File: src/design/hsv2rgb_pkg.sv
// Shared constants and types for the HSV to RGB converter.
// Depends on nothing; used by hsv_to_rgb_converter.
`default_nettype none

package hsv2rgb_pkg;

	localparam int FRAC_BITS = 12;
	localparam int CHAN_W = 13;
	localparam int HUE_W = 13;
	localparam int REM_W = 10;
	localparam int SEC_W = 3;
	localparam int PROD_W = 2 * CHAN_W;

	localparam logic [CHAN_W-1:0] ONE = CHAN_W'(1) << FRAC_BITS;
	localparam int HUE_SECTOR = 960;
	localparam logic [HUE_W-1:0] HUE_FULL = HUE_W'(6 * HUE_SECTOR);

	localparam int FF_SHIFT = 13;
	localparam int FF_MULT_W = 16;
	localparam int FF_PROD_W = REM_W + FF_MULT_W;
	localparam logic [FF_MULT_W-1:0] FF_MULT =
		FF_MULT_W'(((64'd1 << (FRAC_BITS + FF_SHIFT)) + HUE_SECTOR - 1) / HUE_SECTOR);

	typedef enum logic [SEC_W-1:0] {
		SEC_RED     = 3'd0,
		SEC_YELLOW  = 3'd1,
		SEC_GREEN   = 3'd2,
		SEC_CYAN    = 3'd3,
		SEC_BLUE    = 3'd4,
		SEC_MAGENTA = 3'd5
	} sector_t;

	function automatic logic [HUE_W-1:0] sector_base(input sector_t sec);
		logic [HUE_W-1:0] base;
		base = HUE_W'(HUE_SECTOR) * HUE_W'(sec);
		return base;
	endfunction

endpackage

`default_nettype wire

File: src/design/hsv_to_rgb_converter.sv
// Five-stage pipelined HSV to RGB converter with 4096-as-one fixed point.
// Depends on hsv2rgb_pkg for widths, constants and the sector type.
//
//   channel | direction | handshake         | payload
//   command | in        | start, busy       | hue, saturation, brightness
//   result  | out       | done (one cycle)  | red, green, blue
//
// A beat is taken on every cycle with start high; busy never rises.
// Each result appears with done once its command beat has passed through every stage.
// The rate is one beat per cycle, since every stage passes its beat on each cycle;
// the five register stages of the datapath set the latency.
// Reset clears only the valid bits of the pipeline.
`default_nettype none

module hsv_to_rgb_converter (
	input  logic                             clk,
	input  logic                             arst_n,
	input  logic                             start,
	output logic                             busy,
	input  logic [hsv2rgb_pkg::HUE_W-1:0]    hue,
	input  logic [hsv2rgb_pkg::CHAN_W-1:0]   saturation,
	input  logic [hsv2rgb_pkg::CHAN_W-1:0]   brightness,
	output logic                             done,
	output logic [hsv2rgb_pkg::CHAN_W-1:0]   red,
	output logic [hsv2rgb_pkg::CHAN_W-1:0]   green,
	output logic [hsv2rgb_pkg::CHAN_W-1:0]   blue
);
	import hsv2rgb_pkg::*;

	logic valid_s1, valid_s2, valid_s3, valid_s4, valid_s5;

	logic [HUE_W-1:0]  hue_c;
	logic [CHAN_W-1:0] sat_c, val_c;
	sector_t           sector_c;
	logic [HUE_W-1:0]  rem_c;

	sector_t           sector_s1, sector_s2, sector_s3, sector_s4;
	logic [REM_W-1:0]  rem_s1;
	logic [CHAN_W-1:0] sat_s1, val_s1, sat_s2, val_s2, val_s3, val_s4;
	logic [FRAC_BITS-1:0] ff_s2;
	logic [CHAN_W-1:0] p_s2, p_s3, p_s4;
	logic [CHAN_W-1:0] sff_s3, sffc_s3;
	logic [CHAN_W-1:0] q_s4, t_s4;
	logic [CHAN_W-1:0] red_s5, green_s5, blue_s5;

	logic [FF_PROD_W-1:0] ff_prod;
	logic [PROD_W-1:0]    p_prod, sff_prod, sffc_prod, q_prod, t_prod;

	assign busy = 1'b0;

	always_comb begin
		hue_c = (hue >= HUE_FULL) ? '0 : hue;
		sat_c = (saturation > ONE) ? ONE : saturation;
		val_c = (brightness > ONE) ? ONE : brightness;
		if (hue_c >= sector_base(SEC_MAGENTA)) begin
			sector_c = SEC_MAGENTA;
		end else if (hue_c >= sector_base(SEC_BLUE)) begin
			sector_c = SEC_BLUE;
		end else if (hue_c >= sector_base(SEC_CYAN)) begin
			sector_c = SEC_CYAN;
		end else if (hue_c >= sector_base(SEC_GREEN)) begin
			sector_c = SEC_GREEN;
		end else if (hue_c >= sector_base(SEC_YELLOW)) begin
			sector_c = SEC_YELLOW;
		end else begin
			sector_c = SEC_RED;
		end
		rem_c = hue_c - sector_base(sector_c);
	end

	assign ff_prod   = FF_PROD_W'(rem_s1) * FF_PROD_W'(FF_MULT);
	assign p_prod    = PROD_W'(val_s1) * PROD_W'(ONE - sat_s1);
	assign sff_prod  = PROD_W'(sat_s2) * PROD_W'(ff_s2);
	assign sffc_prod = PROD_W'(sat_s2) * PROD_W'(ONE - CHAN_W'(ff_s2));
	assign q_prod    = PROD_W'(val_s3) * PROD_W'(ONE - sff_s3);
	assign t_prod    = PROD_W'(val_s3) * PROD_W'(ONE - sffc_s3);

	always_ff @(posedge clk or negedge arst_n) begin
		if (!arst_n) begin
			valid_s1 <= 1'b0;
			valid_s2 <= 1'b0;
			valid_s3 <= 1'b0;
			valid_s4 <= 1'b0;
			valid_s5 <= 1'b0;
		end else begin
			valid_s1 <= start && !busy;
			valid_s2 <= valid_s1;
			valid_s3 <= valid_s2;
			valid_s4 <= valid_s3;
			valid_s5 <= valid_s4;
		end
	end

	always_ff @(posedge clk) begin
		sector_s1 <= sector_c;
		rem_s1    <= rem_c[REM_W-1:0];
		sat_s1    <= sat_c;
		val_s1    <= val_c;

		sector_s2 <= sector_s1;
		ff_s2     <= ff_prod[FF_SHIFT +: FRAC_BITS];
		p_s2      <= p_prod[FRAC_BITS +: CHAN_W];
		sat_s2    <= sat_s1;
		val_s2    <= val_s1;

		sector_s3 <= sector_s2;
		sff_s3    <= sff_prod[FRAC_BITS +: CHAN_W];
		sffc_s3   <= sffc_prod[FRAC_BITS +: CHAN_W];
		p_s3      <= p_s2;
		val_s3    <= val_s2;

		sector_s4 <= sector_s3;
		q_s4      <= q_prod[FRAC_BITS +: CHAN_W];
		t_s4      <= t_prod[FRAC_BITS +: CHAN_W];
		p_s4      <= p_s3;
		val_s4    <= val_s3;

		case (sector_s4)
			SEC_RED: begin
				red_s5 <= val_s4; green_s5 <= t_s4; blue_s5 <= p_s4;
			end
			SEC_YELLOW: begin
				red_s5 <= q_s4; green_s5 <= val_s4; blue_s5 <= p_s4;
			end
			SEC_GREEN: begin
				red_s5 <= p_s4; green_s5 <= val_s4; blue_s5 <= t_s4;
			end
			SEC_CYAN: begin
				red_s5 <= p_s4; green_s5 <= q_s4; blue_s5 <= val_s4;
			end
			SEC_BLUE: begin
				red_s5 <= t_s4; green_s5 <= p_s4; blue_s5 <= val_s4;
			end
			default: begin
				red_s5 <= val_s4; green_s5 <= p_s4; blue_s5 <= q_s4;
			end
		endcase
	end

	assign done  = valid_s5;
	assign red   = red_s5;
	assign green = green_s5;
	assign blue  = blue_s5;

`ifndef SYNTHESIS
	a_rem_range: assert property (@(posedge clk) disable iff (!arst_n)
		valid_s1 |-> (rem_s1 < REM_W'(HUE_SECTOR)) && (sector_s1 <= SEC_MAGENTA))
		else $error("hue remainder or sector out of range");

	a_ff_range: assert property (@(posedge clk) disable iff (!arst_n)
		valid_s2 |-> (p_s2 <= val_s2) && (val_s2 <= ONE))
		else $error("p shade exceeds value");

	a_shades: assert property (@(posedge clk) disable iff (!arst_n)
		valid_s4 |-> (q_s4 <= val_s4) && (t_s4 <= val_s4) && (p_s4 <= val_s4))
		else $error("q or t shade exceeds value");

	a_out_range: assert property (@(posedge clk) disable iff (!arst_n)
		done |-> (red <= ONE) && (green <= ONE) && (blue <= ONE))
		else $error("result channel above one");
`endif

endmodule

`default_nettype wire

File: config.mk
export PLATFORM = sky130hd
export DESIGN_NAME = hsv_to_rgb_converter
export DESIGN_NICKNAME = d
export VERILOG_FILES = /design/src/design/hsv2rgb_pkg.sv /design/src/design/hsv_to_rgb_converter.sv
export SDC_FILE = /design/constraint.sdc
export NUM_CORES = 2
export LEC_CHECK = 0
export BUFFER_PORTS_ARGS = -buffer_cell sky130_fd_sc_hd__buf_2
export CORE_MARGIN = 4
export CORE_UTILIZATION = 66
export DETAILED_ROUTE_END_ITERATION = 6
export PLACE_DENSITY_LB_ADDON = 0.12
export REMOVE_ABC_BUFFERS = 1
export SLEW_MARGIN = 20
export SYNTH_ARGS = -nofsm -noshare
export SYNTH_HDL_FRONTEND = slang
export SYNTH_SLANG_ARGS = --single-unit
File: constraint.sdc
create_clock -name clk -period 9.75 [get_ports clk]
set_input_delay 2.4375 -clock clk [delete_from_list [all_inputs] [get_ports clk]]
set_output_delay 2.4375 -clock clk [all_outputs]
set_load 0.005 [all_outputs]
==> results.yml <==
synthesis:
  synth_common_cells: "807 x inv_1, 622 x fa_1, 460 x ha_1, 457 x nand2_1, 425 x and2_1"
  yosysSeqAreaShare_pct: 13.74
  synth_cells: 3920
  ys_top_cells_by_area: "fa_1 34%, ha_1 16%, dfxtp_1 13%"
  synth.most_common_cell: "inv_1"
  yosys.area.top_type: "fa_1"
  ys_dominant_reg_cell: "dfxtp_1"
  yosysWarnings: 0
  synth_top_area_share_pct: 34.43
  syn_area_um2: 36170
  avgSynthCellArea_um2: 9.227
  synth_cell_types: 68
  async_reset_ff_share_pct: 2.024
  synth_seq_cells: 247
  synth_edf_count: 0
clock_network:
  cts_buffer_depth: 3
  cts_resized: 0
  cts-buffers-inserted: 28
  hold_buffers: 0
  root_buffer: "clkbuf_16"
  clk_pin_slew_ps: 70
  clock-sinks: 247
  cts_tree: "built"
  cts_max_level: 1
  post_cts_buffers: 0
  clkLatencyLatePin_ps: 570
drt:
  wl_per_cell_um: 16.66
  postRouteAntennaNets: 0
  drtPass1Iterations: 5
  routed_wl_um: 77070
  via_per_inst: 5.429
  drtIter0Drc: 1318
  vias: 25113
  drc: 0
die:
  die_x_um: 242.1
  num_rows: 85
  die-area_um2: 58610
  initial_utilization_pct: 66.95
  pin_count: 83
  fp.dieH_um: 242.1
  coreArea_um2: 54030
setup_path:
  cpPeakStageDelay_ps: 860
  cp-end-kind: "flop"
  cpMaxStageDelayCell: "xor2_1"
  critPathKind: "flop to flop"
  reg2regPathDepth: 22
  start_kind: "flop"
  rrSetupSlack_ps: 2120
  timing.rr.start: "sffc_s3[3]$_DFF_P_"
  crit_arrival_ps: 8120
  cpMostUsedCell: "fa_1"
  crit_family: "adder cells"
  cp_max_fo: 13
  critPathBufInv: 0
  reg2reg_to: "t_s4[12]$_DFF_P_"
  cp_cell_sequence: "or4_4, nor3_4, nand2b_1, nor4_2, xor2_1, and2_1, fa_1, fa_1, fa_1, fa_1, fa_1, fa_1, ha_1, a21o_1, a21o_1, a21o_1, or3b_1, o221ai_2, a21oi_2, a211o_1, a21oi_2, xnor2_1"
  cp.required_ps: 10240
worst_hold_path:
  min_to: "val_s3[3]$_DFF_P_"
  worstHoldStart: "val_s2[3]$_DFF_P_"
  min_path_type: "flop to flop"
  hold_depth: 0
sta:
  fmaxAchievable_mhz: 131.1
  hold_slack_ps: 321.2
  hold_viol: 0
  min_period_over_period_pct: 78.22
  rsz0062_at_grt: "no"
  slew_violations: 0
  fin_skew_ps: 12.27
  fin_crit_ps: 7626
  slew_headroom_pct: 28.83
  worstMarginPinSlew_ps: 1064
  setup-tns-final_ps: 0
  setup_viol: 0
cells_and_area:
  final_core_util_pct: 70.69
  area_growth_syn_to_layout_pct: 5.593
  finish.instance_area_um2: 38190
  layout.nets: 5031
  layout-drive-gt1-share_pct: 6.363
global_route:
  grt_overflow: 0
  antenna_found_initial: 2
  grt_usage_pct: 27.27
  grt_pass1_vias: 26639
  grt_start_max_net_pins: 83
  grt_pass1_wl_um: 132100
placed_design:
  place_area_um2: 37210
  io_buffers: 81
  place.detailed.hpwl_um: 60150
  globalplace.congestion: 0.8652
outcome:
  status: "completed"
job:
  drv_cap: 0
## through the flow
| step | std cells | setup slack (ps) |
|---|---|---|
| global route | 4625 | 1610 |
| finish | 4626 | 2124 |
| detailed placement | 4573 | 2224 |
| global placement | 4573 | 2356 |
| floorplan | 3739 | 2745 |
| CTS | 4625 | 2179 |
## layout make-up
type / instances / area [µm²]
inverters: 807 / 3029
flip-flops and latches: 247 / 4975
well taps: 696 / 870.8
fillers: 4250 / 15830
diodes: 1 / 2.502
repair buffers: 138 / 833.3
multi-input cells: 2685 / 27520
clock buffers: 34 / 764.5
clock inverters: 18 / 196.4
## cell families after synthesis
group                    Yosys count  synth area share [%]
flip-flops                       247                 13.74
XOR/XNOR                         137                 3.317
adder cells (fa/ha/maj)         1082                 50.34
buffers and inverters            988                 10.27
multiplexers                      65                 1.885
AND/OR/NAND/NOR                 1160                 16.19
other                              1               0.01037
AO/OA/AOI/OAI                    240                 4.248
## cell usage in the layout, fill, tap and decap left out, types with 66 or more instances in the layout
cell type  instances
a21oi_1           66
buf_2             81
and2_1           425
nand2_1          457
inv_1            807
dfxtp_1          238
nor2_1           110
fa_1             622
ha_1             460
xnor2_1          101
## worst max-delay path by stage
stage                          from          endpoint  slack (ps)  cells past startpoint
3_3_place_gp     sffc_s3[3]$_DFF_P_  t_s4[12]$_DFF_P_        2360                     22
6_report         sffc_s3[3]$_DFF_P_  t_s4[12]$_DFF_P_        2120                     22
5_1_grt        sat_s1[0]$_SDFF_PN0_  p_s2[12]$_DFF_P_        1610                     24
2_1_floorplan  sat_s1[8]$_SDFF_PN0_  p_s2[12]$_DFF_P_        2740                     22
3_5_place_dp   sat_s1[0]$_SDFF_PN0_  p_s2[12]$_DFF_P_        2220                     25
4_1_cts        sat_s1[0]$_SDFF_PN0_  p_s2[12]$_DFF_P_        2180                     25
## routing by layer
metal / vias up / track usage [%] / part of all wire, %
met1: 12513 / 37.58 / 43
met5: - / 0 / 0
met3: 94 / 5.335 / 7.4
li1: 11811 / - / -
met4: 0 / 4.917 / 1.9
met2: 695 / 45.85 / 47
## worst reg2reg max path, delay by kind of cell (launching register included)
family,cells,cell delay [ps]
fa+ha+maj,7,3080
simple gates,6,1770
compound gates,7,1350
xor+xnor,2,980
flops,1,350
Power is not shown: default switching activity piles up to over one toggle a cycle in this logic, so the estimate is an artifact.
